===== config.mk =====
export PLATFORM = sky130hd
export DESIGN_NAME = priority_command_array_flat
export DESIGN_NICKNAME = d
export VERILOG_FILES = /design/src/pca_pkg.sv /design/src/pca_ifs.sv /design/src/priority_command_array.sv /design/src/flat_wrapper.sv
export SDC_FILE = /design/constraint.sdc
export NUM_CORES = 1
export LEC_CHECK = 0
export ABC_CLOCK_PERIOD_IN_PS = 5240
export BUFFER_PORTS_ARGS = -buffer_cell sky130_fd_sc_hd__buf_2
export CORE_AREA = 2 2 260 262
export DETAILED_ROUTE_END_ITERATION = 6
export DIE_AREA = 0 0 262 264
export SYNTH_ARGS = -nofsm -noshare
export SYNTH_HDL_FRONTEND = slang
export SYNTH_SLANG_ARGS = --single-unit

===== constraint.sdc =====
create_clock -name i_clk -period 5.24 [get_ports i_clk]
set_input_delay 0.262 -clock i_clk [delete_from_list [all_inputs] [get_ports i_clk]]
set_output_delay 0.262 -clock i_clk [all_outputs]
set_load 0.01 [all_outputs]

===== src/pca_pkg.sv =====
// Shared constants and codes for the command priority array.
// No dependencies; every other file imports this package.
`default_nettype none

package pca_pkg;

    // sizing
    localparam int NUM_OUTPUTS    = 4;
    localparam int NUM_PRIORITIES = 16;
    localparam int INST_W         = (NUM_OUTPUTS > 1) ? $clog2(NUM_OUTPUTS) : 1;
    localparam int SLOT_W         = $clog2(NUM_PRIORITIES);
    localparam int MEM_DEPTH      = NUM_OUTPUTS * NUM_PRIORITIES;
    localparam int ADDR_W         = $clog2(MEM_DEPTH);

    // field widths
    localparam int CMD_W   = 3;
    localparam int REQI_W  = 22;
    localparam int PRIO_W  = 8;
    localparam int VAL_W   = 16;
    localparam int TAG_W   = 2;
    localparam int SIDX_W  = 8;
    localparam int ERR_W   = 3;
    localparam int LEVEL_W = 8;
    localparam int ALEN_W  = 5;

    // levels and limits
    localparam logic [LEVEL_W-1:0] LEVEL_NULL    = 8'd255;
    localparam logic [PRIO_W-1:0]  RESERVED_PRIO = 8'd6;
    localparam logic [VAL_W-1:0]   MAX_VALUE_Q8  = 16'd25600;

    // commands
    localparam logic [CMD_W-1:0] CMD_WRITE_VALUE = 3'd0;
    localparam logic [CMD_W-1:0] CMD_WRITE_OOS   = 3'd1;
    localparam logic [CMD_W-1:0] CMD_WRITE_OTHER = 3'd2;
    localparam logic [CMD_W-1:0] CMD_READ_PV     = 3'd3;
    localparam logic [CMD_W-1:0] CMD_READ_SLOT   = 3'd4;
    localparam logic [CMD_W-1:0] CMD_READ_ALL    = 3'd5;

    // value tags
    localparam logic [TAG_W-1:0] TAG_REAL  = 2'd0;
    localparam logic [TAG_W-1:0] TAG_NULL  = 2'd1;
    localparam logic [TAG_W-1:0] TAG_BOOL  = 2'd2;

    // error codes
    localparam logic [ERR_W-1:0] ERR_NONE    = 3'd0;
    localparam logic [ERR_W-1:0] ERR_UNKNOWN = 3'd1;
    localparam logic [ERR_W-1:0] ERR_RANGE   = 3'd2;
    localparam logic [ERR_W-1:0] ERR_DENIED  = 3'd3;
    localparam logic [ERR_W-1:0] ERR_TYPE    = 3'd4;
    localparam logic [ERR_W-1:0] ERR_INDEX   = 3'd5;

endpackage

`default_nettype wire


===== src/pca_ifs.sv =====
// Request and response channel interfaces (valid/ready plus payload).
// Depends on pca_pkg for field widths.
`default_nettype none

interface pca_req_if;
    import pca_pkg::*;

    logic                     valid;
    logic                     ready;
    logic [CMD_W-1:0]         cmd;
    logic [REQI_W-1:0]        instance_req;
    logic [PRIO_W-1:0]        prio;
    logic signed [VAL_W-1:0]  value_q8;
    logic [TAG_W-1:0]         tag;
    logic                     bool_value;
    logic [SIDX_W-1:0]        slot_index;

    modport source (
        output valid, cmd, instance_req, prio, value_q8, tag, bool_value, slot_index,
        input  ready
    );
    modport sink (
        input  valid, cmd, instance_req, prio, value_q8, tag, bool_value, slot_index,
        output ready
    );
endinterface

interface pca_rsp_if;
    import pca_pkg::*;

    logic               valid;
    logic               ready;
    logic               ok;
    logic [ERR_W-1:0]   err;
    logic [LEVEL_W-1:0] level;
    logic               is_null;
    logic [ALEN_W-1:0]  array_length;
    logic               last;

    modport source (
        output valid, ok, err, level, is_null, array_length, last,
        input  ready
    );
    modport sink (
        input  valid, ok, err, level, is_null, array_length, last,
        output ready
    );
endinterface

`default_nettype wire


===== src/priority_command_array.sv =====
// Command priority array top level: request decode, slot memory and sequencer.
// Depends on pca_pkg and the channel interfaces in pca_ifs.sv.
//
// Usage:
//   i_req carries one command beat (write value, write out-of-service, write
//   other, read present value, read one slot, read all slots). o_rsp returns
//   result beats; every request ends with a beat that has last set. A read-all
//   returns 16 beats, one per priority slot, last on the final one.
//   i_cfg_we/i_cfg_wdata load the relinquish default; write it only while idle.
// Timing:
//   One request is handled at a time; i_req.ready is high only while idle.
//   Writes and errors: the request is checked in the execute state and the result
//   beat registered; slot reads pass through the read state first. Present value:
//   the walk reads slots in turn from slot 1, stopping at the first non-null one or
//   the last. Read-all: each slot is read and its beat offered in turn. The single
//   compare/read path over the slot memory (one read port, registered data) sets this order.
// Reset: synchronous active-low; all slots read as null (valid bits clear),
//   out-of-service flags and relinquish default go to zero.
// Stall: a result beat is held in the output register until o_rsp.ready;
//   the walk pauses meanwhile.
`default_nettype none

module priority_command_array (
    input  wire logic                            i_clk,
    input  wire logic                            i_rst_n,
    pca_req_if.sink                              i_req,
    pca_rsp_if.source                            o_rsp,
    input  wire logic                            i_cfg_we,
    input  wire logic [pca_pkg::LEVEL_W-1:0]     i_cfg_wdata
);
    import pca_pkg::*;

    localparam logic [1:0] S_IDLE = 2'd0;
    localparam logic [1:0] S_EXEC = 2'd1;
    localparam logic [1:0] S_READ = 2'd2;
    localparam logic [1:0] S_OUT  = 2'd3;

    localparam logic [SLOT_W-1:0] SLOT_LAST = SLOT_W'(NUM_PRIORITIES - 1);

    // control state
    logic [1:0]             r_state, n_state;
    logic [SLOT_W-1:0]      r_slot, n_slot;
    logic [LEVEL_W-1:0]     r_relinq;
    logic [NUM_OUTPUTS-1:0] r_oos;
    logic [MEM_DEPTH-1:0]   r_mem_vld;
    logic                   r_rd_vld;

    // latched request
    logic [CMD_W-1:0]       r_cmd;
    logic                   r_inst_ok;
    logic [INST_W-1:0]      r_inst;
    logic [PRIO_W-1:0]      r_prio;
    logic [VAL_W-1:0]       r_val;
    logic [TAG_W-1:0]       r_tag;
    logic                   r_bv;
    logic [SIDX_W-1:0]      r_sidx;

    // result register
    logic                   r_ok, n_ok;
    logic [ERR_W-1:0]       r_err, n_err;
    logic [LEVEL_W-1:0]     r_level, n_level;
    logic                   r_null, n_null;
    logic [ALEN_W-1:0]      r_alen, n_alen;
    logic                   r_last, n_last;

    // slot memory
    logic [LEVEL_W-1:0]     mem [MEM_DEPTH];
    logic [LEVEL_W-1:0]     r_rd_data;
    logic                   wr_en;
    logic [ADDR_W-1:0]      wr_addr;
    logic [LEVEL_W-1:0]     wr_data;
    logic [ADDR_W-1:0]      rd_addr;
    logic                   oos_we;

    // request checks
    logic                   accept;
    logic                   prio_ok;
    logic                   real_ok;
    logic [LEVEL_W-1:0]     rd_level;
    logic                   rd_is_null;

    assign accept      = i_req.valid && i_req.ready;
    assign i_req.ready = (r_state == S_IDLE);

    assign prio_ok = (r_prio >= PRIO_W'(1)) && (r_prio <= PRIO_W'(NUM_PRIORITIES));
    assign real_ok = prio_ok && (r_prio != RESERVED_PRIO) && !r_val[VAL_W-1]
                     && (r_val <= MAX_VALUE_Q8);

    // shared compare: the slot just read, null when never written
    assign rd_level   = r_rd_vld ? r_rd_data : LEVEL_NULL;
    assign rd_is_null = (rd_level == LEVEL_NULL);

    assign wr_addr = ADDR_W'({r_inst, SLOT_W'(r_prio - PRIO_W'(1))});
    assign rd_addr = ADDR_W'({r_inst, n_slot});

    // sequencer
    always_comb begin
        n_state = r_state;
        n_slot  = r_slot;
        n_ok    = r_ok;
        n_err   = r_err;
        n_level = r_level;
        n_null  = r_null;
        n_alen  = r_alen;
        n_last  = r_last;
        wr_en   = 1'b0;
        wr_data = LEVEL_NULL;
        oos_we  = 1'b0;
        case (r_state)
            S_IDLE: begin
                if (accept) begin
                    n_state = S_EXEC;
                end
            end
            S_EXEC: begin
                // default: single status beat
                n_state = S_OUT;
                n_level = '0;
                n_null  = 1'b0;
                n_alen  = '0;
                n_last  = 1'b1;
                n_err   = ERR_NONE;
                if (r_cmd > CMD_READ_ALL) begin
                    n_err = ERR_DENIED;
                end else if (!r_inst_ok) begin
                    n_err = ERR_UNKNOWN;
                end else begin
                    case (r_cmd)
                        CMD_WRITE_VALUE: begin
                            if (r_tag == TAG_REAL) begin
                                if (real_ok) begin
                                    wr_en   = 1'b1;
                                    wr_data = r_val[VAL_W-1 -: LEVEL_W];
                                end else if (r_prio == RESERVED_PRIO) begin
                                    n_err = ERR_DENIED;
                                end else begin
                                    n_err = ERR_RANGE;
                                end
                            end else if (r_tag == TAG_NULL) begin
                                if (prio_ok) begin
                                    wr_en = 1'b1;
                                end else begin
                                    n_err = ERR_RANGE;
                                end
                            end else begin
                                n_err = ERR_TYPE;
                            end
                        end
                        CMD_WRITE_OOS: begin
                            if (r_tag == TAG_BOOL) begin
                                oos_we = 1'b1;
                            end else begin
                                n_err = ERR_TYPE;
                            end
                        end
                        CMD_WRITE_OTHER: begin
                            n_err = ERR_DENIED;
                        end
                        CMD_READ_PV: begin
                            n_slot  = '0;
                            n_state = S_READ;
                        end
                        CMD_READ_SLOT: begin
                            if (r_sidx == '0) begin
                                n_alen = ALEN_W'(NUM_PRIORITIES);
                            end else if (r_sidx <= SIDX_W'(NUM_PRIORITIES)) begin
                                n_slot  = SLOT_W'(r_sidx - SIDX_W'(1));
                                n_state = S_READ;
                            end else begin
                                n_err = ERR_INDEX;
                            end
                        end
                        default: begin
                            n_slot  = '0;
                            n_state = S_READ;
                        end
                    endcase
                end
                n_ok = (n_err == ERR_NONE);
            end
            S_READ: begin
                if (r_cmd == CMD_READ_PV) begin
                    // walk slots until the first non-null one
                    if (!rd_is_null) begin
                        n_level = rd_level;
                        n_state = S_OUT;
                    end else if (r_slot == SLOT_LAST) begin
                        n_level = r_relinq;
                        n_state = S_OUT;
                    end else begin
                        n_slot = r_slot + SLOT_W'(1);
                    end
                end else begin
                    n_level = rd_is_null ? '0 : rd_level;
                    n_null  = rd_is_null;
                    n_last  = (r_cmd == CMD_READ_SLOT) || (r_slot == SLOT_LAST);
                    n_state = S_OUT;
                end
            end
            default: begin
                // S_OUT: hold the beat until taken
                if (o_rsp.ready) begin
                    if (r_last) begin
                        n_state = S_IDLE;
                    end else begin
                        n_slot  = r_slot + SLOT_W'(1);
                        n_state = S_READ;
                    end
                end
            end
        endcase
    end

    // control registers
    always_ff @(posedge i_clk) begin
        if (!i_rst_n) begin
            r_state   <= S_IDLE;
            r_slot    <= '0;
            r_relinq  <= '0;
            r_oos     <= '0;
            r_mem_vld <= '0;
            r_rd_vld  <= 1'b0;
        end else begin
            r_state  <= n_state;
            r_slot   <= n_slot;
            r_rd_vld <= r_mem_vld[rd_addr];
            if (i_cfg_we) begin
                r_relinq <= i_cfg_wdata;
            end
            if (wr_en) begin
                r_mem_vld[wr_addr] <= 1'b1;
            end
            if (oos_we) begin
                r_oos[r_inst] <= r_bv;
            end
        end
    end

    // request and result payload
    always_ff @(posedge i_clk) begin
        if (accept) begin
            r_cmd     <= i_req.cmd;
            r_inst_ok <= (i_req.instance_req < REQI_W'(NUM_OUTPUTS));
            r_inst    <= INST_W'(i_req.instance_req);
            r_prio    <= i_req.prio;
            r_val     <= i_req.value_q8;
            r_tag     <= i_req.tag;
            r_bv      <= i_req.bool_value;
            r_sidx    <= i_req.slot_index;
        end
        r_ok    <= n_ok;
        r_err   <= n_err;
        r_level <= n_level;
        r_null  <= n_null;
        r_alen  <= n_alen;
        r_last  <= n_last;
    end

    // slot memory: one write, one registered read
    always_ff @(posedge i_clk) begin
        if (wr_en) begin
            mem[wr_addr] <= wr_data;
        end
        r_rd_data <= mem[rd_addr];
    end

    assign o_rsp.valid        = (r_state == S_OUT);
    assign o_rsp.ok           = r_ok;
    assign o_rsp.err          = r_err;
    assign o_rsp.level        = r_level;
    assign o_rsp.is_null      = r_null;
    assign o_rsp.array_length = r_alen;
    assign o_rsp.last         = r_last;

`ifndef SYNTHESIS
    // never take a request while a result beat is pending
    a_no_overlap: assert property (@(posedge i_clk) disable iff (!i_rst_n)
        !(i_req.ready && o_rsp.valid))
        else $error("request accepted while result pending");

    // ok and error code agree
    a_ok_err: assert property (@(posedge i_clk) disable iff (!i_rst_n)
        o_rsp.valid |-> (o_rsp.ok == (o_rsp.err == ERR_NONE)))
        else $error("ok and err disagree");

    // a null slot reports level zero
    a_null_level: assert property (@(posedge i_clk) disable iff (!i_rst_n)
        (o_rsp.valid && o_rsp.is_null) |-> (o_rsp.level == '0))
        else $error("null slot with nonzero level");

    // read-all marks only the final slot
    a_last_slot: assert property (@(posedge i_clk) disable iff (!i_rst_n)
        (o_rsp.valid && r_inst_ok && r_cmd == CMD_READ_ALL)
        |-> (o_rsp.last == (r_slot == SLOT_LAST)))
        else $error("read-all last mark misplaced");

    // successful out-of-service write lands in the flag
    a_oos_write: assert property (@(posedge i_clk) disable iff (!i_rst_n)
        (o_rsp.valid && o_rsp.ok && r_cmd == CMD_WRITE_OOS) |-> (r_oos[r_inst] == r_bv))
        else $error("out-of-service flag not updated");
`endif

endmodule

`default_nettype wire


===== src/flat_wrapper.sv =====
// flat-port wrapper written by rule: the top's interface ports become plain ports
module priority_command_array_flat import pca_pkg::*;
  (i_clk, i_rst_n, i_cfg_we, i_cfg_wdata, i_req_valid, i_req_cmd, i_req_instance_req, i_req_prio, i_req_value_q8, i_req_tag, i_req_bool_value, i_req_slot_index, i_req_ready, o_rsp_valid, o_rsp_ok, o_rsp_err, o_rsp_level, o_rsp_is_null, o_rsp_array_length, o_rsp_last, o_rsp_ready);
  pca_req_if i_req_i ();
  pca_rsp_if o_rsp_i ();
  input  wire logic i_clk;
  input  wire logic i_rst_n;
  input  wire logic i_cfg_we;
  input  wire logic [pca_pkg::LEVEL_W-1:0] i_cfg_wdata;
  input wire logic [$bits(i_req_i.valid)-1:0] i_req_valid;
  input wire logic [$bits(i_req_i.cmd)-1:0] i_req_cmd;
  input wire logic [$bits(i_req_i.instance_req)-1:0] i_req_instance_req;
  input wire logic [$bits(i_req_i.prio)-1:0] i_req_prio;
  input wire logic [$bits(i_req_i.value_q8)-1:0] i_req_value_q8;
  input wire logic [$bits(i_req_i.tag)-1:0] i_req_tag;
  input wire logic [$bits(i_req_i.bool_value)-1:0] i_req_bool_value;
  input wire logic [$bits(i_req_i.slot_index)-1:0] i_req_slot_index;
  output wire logic [$bits(i_req_i.ready)-1:0] i_req_ready;
  output wire logic [$bits(o_rsp_i.valid)-1:0] o_rsp_valid;
  output wire logic [$bits(o_rsp_i.ok)-1:0] o_rsp_ok;
  output wire logic [$bits(o_rsp_i.err)-1:0] o_rsp_err;
  output wire logic [$bits(o_rsp_i.level)-1:0] o_rsp_level;
  output wire logic [$bits(o_rsp_i.is_null)-1:0] o_rsp_is_null;
  output wire logic [$bits(o_rsp_i.array_length)-1:0] o_rsp_array_length;
  output wire logic [$bits(o_rsp_i.last)-1:0] o_rsp_last;
  input wire logic [$bits(o_rsp_i.ready)-1:0] o_rsp_ready;
  assign i_req_i.valid = i_req_valid;
  assign i_req_i.cmd = i_req_cmd;
  assign i_req_i.instance_req = i_req_instance_req;
  assign i_req_i.prio = i_req_prio;
  assign i_req_i.value_q8 = i_req_value_q8;
  assign i_req_i.tag = i_req_tag;
  assign i_req_i.bool_value = i_req_bool_value;
  assign i_req_i.slot_index = i_req_slot_index;
  assign i_req_ready = i_req_i.ready;
  assign o_rsp_valid = o_rsp_i.valid;
  assign o_rsp_ok = o_rsp_i.ok;
  assign o_rsp_err = o_rsp_i.err;
  assign o_rsp_level = o_rsp_i.level;
  assign o_rsp_is_null = o_rsp_i.is_null;
  assign o_rsp_array_length = o_rsp_i.array_length;
  assign o_rsp_last = o_rsp_i.last;
  assign o_rsp_i.ready = o_rsp_ready;
  priority_command_array u_core (.i_clk(i_clk), .i_rst_n(i_rst_n), .i_req(i_req_i), .o_rsp(o_rsp_i), .i_cfg_we(i_cfg_we), .i_cfg_wdata(i_cfg_wdata));
endmodule

Word level (Yosys, flattened, before mapping):

Memories as Yosys holds them, arrays and structs flattened. A register that Yosys moved wholly into a read port is not among the register bits.
Index checks and enable logic that the tools add are counted.

* register bits after elaboration: 138
* bits in writable memories: 512
* input port bits: 73
* output and inout port bits: 21
* word-level logic and storage cells: 136
* memories kept: 1

* add/subtract/negate cells: 3
* $lt $le $gt $ge: 9
* equal/unequal tests: 16
* multiplexer cells: 66
* bitwise logic cells: 3
* reduce and logical (&&, ||, !) cells: 20

Memories
* u_core.mem: words 64, width 8, read ports 1, clocked after memory_dff 1, write ports 1, RTL line priority_command_array.sv:67 `logic [LEVEL_W-1:0] mem [MEM_DEPTH];`

Operator list (count)
* two-way mux 8 bit: 11
* OR 64 bit: 1
* two-way mux 4 bit: 9
* two-way mux 3 bit: 9
* less-than comparator 22 x 3 -> 1 bit (second input constant): 1
* two-way mux 2 bit: 10
* <= comparator 16 x 15 -> 1 bit (second input constant): 1
* <= comparator 8 x 5 -> 1 bit (second input constant): 2
* two-way mux 1 bit: 16
* one-hot mux 8 bit (2 select lines): 1
* less-than comparator 6 x 7 -> 1 bit (second input constant): 2
* one-hot mux 3 bit (4 select lines): 1
* one-hot mux 4 bit (3 select lines): 1
* equality test 8 x 3 -> 1 bit (second input constant): 1
* equality test 8 bit (second input constant): 1
* >= comparator 8 x 1 -> 1 bit (second input constant): 1
* logical NOT 8 bit: 1
* != test 8 x 3 -> 1 bit (second input constant): 1
* one-hot mux 4 bit (2 select lines): 1
* subtractor 4 x 1 -> 4 bit (second input constant): 2
* binary-select mux 1 bit (select 6 bit): 1
* demux 1 bit (select 6 bit): 1
* equality test 2 bit (second input constant): 3
* equality test 3 x 2 -> 1 bit (second input constant): 2
* other kinds (24): 37

Longest topological paths before layout:

* depth in word-level cells: 13
* depth in mapped cells: 17
* depth with buffers taken out: 12

Worst setup path after synthesis:

OpenSTA, ideal clock, no wires.

* path type: register to register
* from: reg u_core.r_state[1]
* to: reg u_core.r_rd_data[5], read port of u_core.mem
* setup time: 0.127 ns
* data arrival time: 3.511 ns
* required time: 5.113 ns
* slack: 1.603 ns
* cell stages (with the launch flop): 15
* buffers on the path: 4
* period minus slack after synthesis: 3.637 ns
* cells stage by stage: dfxtp_1 inv_1 ha_1 clkbuf_1 inv_1 or3_4 or3_1 o211a_1 a22oi_1 buf_2 buf_1 buf_1 mux2i_1 o22ai_1 or3_1

* longest elaborated chain between the ends: 2
* elaborated cells between the ends (all ways): 4
* classes of those cells: eq/ne (2); mux (1); reduce/logical (1)

Ends and longest elaborated chain
* from (decl): RTL line priority_command_array.sv:41 `logic [1:0] r_state, n_state;`
* from (signal assigned): RTL line priority_command_array.sv:224 `r_state <= n_state;`
* equality test 2 bit, or another cell as far along: RTL line priority_command_array.sv:109 `case (r_state)`
* one-hot mux 4 bit (3 select lines) (*): RTL line priority_command_array.sv:109
* to (decl): RTL line priority_command_array.sv:68 `logic [LEVEL_W-1:0] r_rd_data;`

Mark *: on every way between the ends. The rest lies on a longest branch, timed or not.
A chain may end at the register's enable or synchronous reset.

Final worst setup path:

* from: reg u_core.r_cmd[2]
* to: reg u_core.r_rd_data[1], read port of u_core.mem

* longest elaborated chain between the ends: 6
* elaborated cells between the ends (all ways): 12
* classes of those cells: order compare (1); eq/ne (4); mux (5); reduce/logical (2)

Ends and longest elaborated chain
* from (decl): RTL line priority_command_array.sv:49 `logic [CMD_W-1:0] r_cmd;`
* from (signal assigned): RTL line priority_command_array.sv:242 `r_cmd <= i_req.cmd;`
* equality test 3 x 2 -> 1 bit, or another cell as far along: RTL line priority_command_array.sv:128 `case (r_cmd)`
* OR reduction 3 bit (no line)
* one-hot mux 4 bit (2 select lines): RTL line priority_command_array.sv:128
* two-way mux 4 bit: RTL line priority_command_array.sv:125 `end else if (!r_inst_ok) begin`
* two-way mux 4 bit: RTL line priority_command_array.sv:123 `if (r_cmd > CMD_READ_ALL) begin`
* one-hot mux 4 bit (3 select lines) (*): RTL line priority_command_array.sv:109

Marked as above.

==> reports/metrics.yaml <==
sta:
  skew_ps: 18.7
  finalHoldViolCount: 0
  slew_headroom_pct: 17.8
  tns_ps: 0
  rsz0062_at_grt: "false"
  max_freq_mhz: 209
  period_share_pct: 91.3
  min_period_ps: 4790
  worst_slew_pin_slew_ps: 1230
  setup_ws_ps: 455
  setup_viol: 0
  finalMaxSlewViolations: 0
grt:
  grt_pass1_vias: 17000
  grt_pass1_wl_mm: 107
  grt_overflow: 0
  grtUsageTotal_pct: 20.8
  grt_max_degree: 65
  antenna_found_initial: 3
pwr:
  finalPower_mw: 12.8
  power_leakage_nw: 11.6
  powerDensity_nw_per_um2: 415
  peakVddDrop_v: 0.000204
synth:
  netlist_instances: 2019
  synth.area.mux_share_pct: 4.41
  synth_top_area_share_pct: 64.5
  synth-compound-area-share_pct: 8.17
  synth_fa_ha_area_share_pct: 0.522
  synth-edff-count: 567
  yosysSeqAreaShare_pct: 71.1
  async_flop_share_pct: 0
  syn_area_per_cell_um2: 13.1
  ys_seq_elements: 654
  synth_area_leader_cell: "edfxtp_1"
  synth_ff_type: "edfxtp_1"
  synth_top_family_by_area: "simple AND/OR/NAND/NOR gates"
  synth.distinct_cells: 69
  yosys_warnings: 0
  synth-simple-area-share_pct: 13.2
  synthTopCellsByArea: "edfxtp_1, dfxtp_1, nand2_1"
  synth_xor_area_share_pct: 0.294
  synth_area_um2: 26400
cts:
  htreeDepth: 3
  cts-buffers-inserted: 69
  cts_buffer_depth: 3
  insertion_delay_ps: 600
  clock_tree.root_cell: "clkbuf_16"
  clkSlewWorstSetupHoldPaths_ps: 50
  cts_resized: 0
  clock_sinks: 654
  cts_tree: "yes"
finish:
  fin_nets: 2268
  drive_gt1_share_pct: 12.7
  post-route-util_pct: 46.3
  mostFrequentLayoutCell: "edfxtp_1"
  n_fill_cell: 5833
  syn2layout_area_growth_pct: 16.7
  final_area_um2: 30800
  mostFrequentLayoutCells: "edfxtp_1, nand2_1, nand3_1, mux2i_1, nor2_1"
setup_path:
  path_class: "reg -> reg"
  cp_max_fo: 46
  endpoint_kind: "register"
  cp.arrival_ps: 5260
  startpoint_type: "register"
  cp.required_ps: 5710
hold_path:
  hp-class: "in -> reg"
place:
  gp_congestion: 0.857
  dpl_cell_area_um2: 28100
  post-dp-hpwl_mm: 44.7
  dp_slack_ps: 525
  io_buffers: 88
routing:
  drc: 0
  via_per_inst: 5.58
  wl_per_cell_um: 23.2
  vias: 17355
  drt_pass1_iterations: 6
  drtIter0Drc: 1849
  routed_wl_mm: 72.3
  antenna_left: 0
floorplan:
  die_h_um: 264
  row_count: 95
  dieArea_um2: 69200
  pin_count: 94
  chipWidth_um: 262
  fp.coreArea_um2: 66600
  initial_core_util_pct: 39.6
job:
  maxCapViolCount: 0
outcome:
  status: "finished, final reports clean"
final timing paths:
kind                     startpoint                   end  slack [ps]  cells after the start
max                 u_core.r_cmd[2]   u_core.r_rd_data[1]         450                     11
min          i_req_instance_req[12]      u_core.r_inst_ok          40                      4
max reg2reg         u_core.r_cmd[2]   u_core.r_rd_data[1]         450                     11
min reg2reg    u_core.r_mem_vld[54]  u_core.r_mem_vld[54]         460                      1
what timing repair did:
action                    4_1_cts  5_1_grt
hold endpoints to repair       48        0
setup buffers                   0        0
hold buffers                   48        0
state kept, by name (all words and copies together), names as in the netlist, 3 cells and up:
name / cells
u_core.r_rd_data: 8
u_core.r_slot: 4
u_core.o_rsp.level: 8
u_core.o_rsp.err: 3
u_core.r_val: 16
u_core.r_cmd: 3
u_core.r_mem_vld: 64
u_core.r_relinq: 8
u_core.r_sidx: 8
u_core.mem: 512
u_core.r_prio: 8
critical path: stages (launching register included):
cell      delay [ps]
edfxtp_1         540
and3b_1          550
and2_1           220
a21boi_0          90
o211ai_1         510
and3_4           840
buf_4            320
mux2i_1          300
nor3_1            70
nor4_1           450
nand3_1          230
or4_1            510
power breakdown:
| group | leakage (nW) | internal (mW) | switching (mW) | total, mW |
|---|---|---|---|---|
| logic | 3.22 | 0.640 | 1.50 | 2.14 |
| clock network | 1.06 | 2.79 | 1.95 | 4.74 |
| registers | 7.29 | 5.78 | 0.130 | 5.91 |
| total | 11.6 | 9.22 | 3.58 | 12.8 |
through the flow:
step,cells,hold WS [ps]
after global routing,3110,34.6
after floorplan,2022,361
after CTS,3110,0.610
after detailed placement,2938,440
after global placement,2937,440
final,3111,35.5
metal layers:
layer / share of wire (%) / wire length, um / GRT usage, % / up-vias
li1: - / - / - / 7872
met1: 42 / 30700 / 28.8 / 8692
met2: 47 / 33800 / 32.7 / 685
met3: 8.2 / 5930 / 4.21 / 104
met4: 2.6 / 1910 / 6.99 / 2
met5: 0.015 / 11 / 0 / -
synthesized netlist by cell type, drive strengths merged (3+ instances only):
cell,n
edfxtp,567
nand2,401
nand3,139
mux2i,104
nor2,104
dfxtp,87
a21oi,71
clkbuf,69
o21a,65
buf,48
a31oi,43
nand4,36
o21ai,25
nor3,20
inv,19
nor4,18
a22oi,16
a32oi,16
nor2b,14
and2,12
ha,11
and3,9
or3,9
a221oi,8
nand2b,8
o2111ai,8
o211ai,7
o22ai,6
a2111oi,5
a211oi,5
xnor2,5
mux4,4
a21o,3
a221o,3
a22o,3
a311oi,3
mux2,3
o211a,3
o221ai,3
o31ai,3
o32ai,3
or4,3
xor2,3
final cells by class:
| cell class | instances | area (um^2) | area share, % |
|---|---|---|---|
| multi-input cells | 1232 | 7120 | 23.1 |
| repair buffers | 208 | 1570 | 5.09 |
| clock inverters | 29 | 233 | 0.755 |
| well taps | 873 | 1090 | 3.55 |
| diodes | 1 | 2.50 | 0.00812 |
| flip-flops and latches | 654 | 18800 | 60.9 |
| clock buffers | 95 | 1950 | 6.33 |
| inverters | 19 | 71.3 | 0.232 |
logic make-up after synthesis:
kind of cell | after synthesis
AND/OR/NAND/NOR | 784
buffers and inverters | 136
adder cells (fa/ha/maj) | 11
other | 1
flip-flops | 654
XOR/XNOR | 8
AO/OA/AOI/OAI | 314
multiplexers | 111
(Power assumes the default switching activity.)
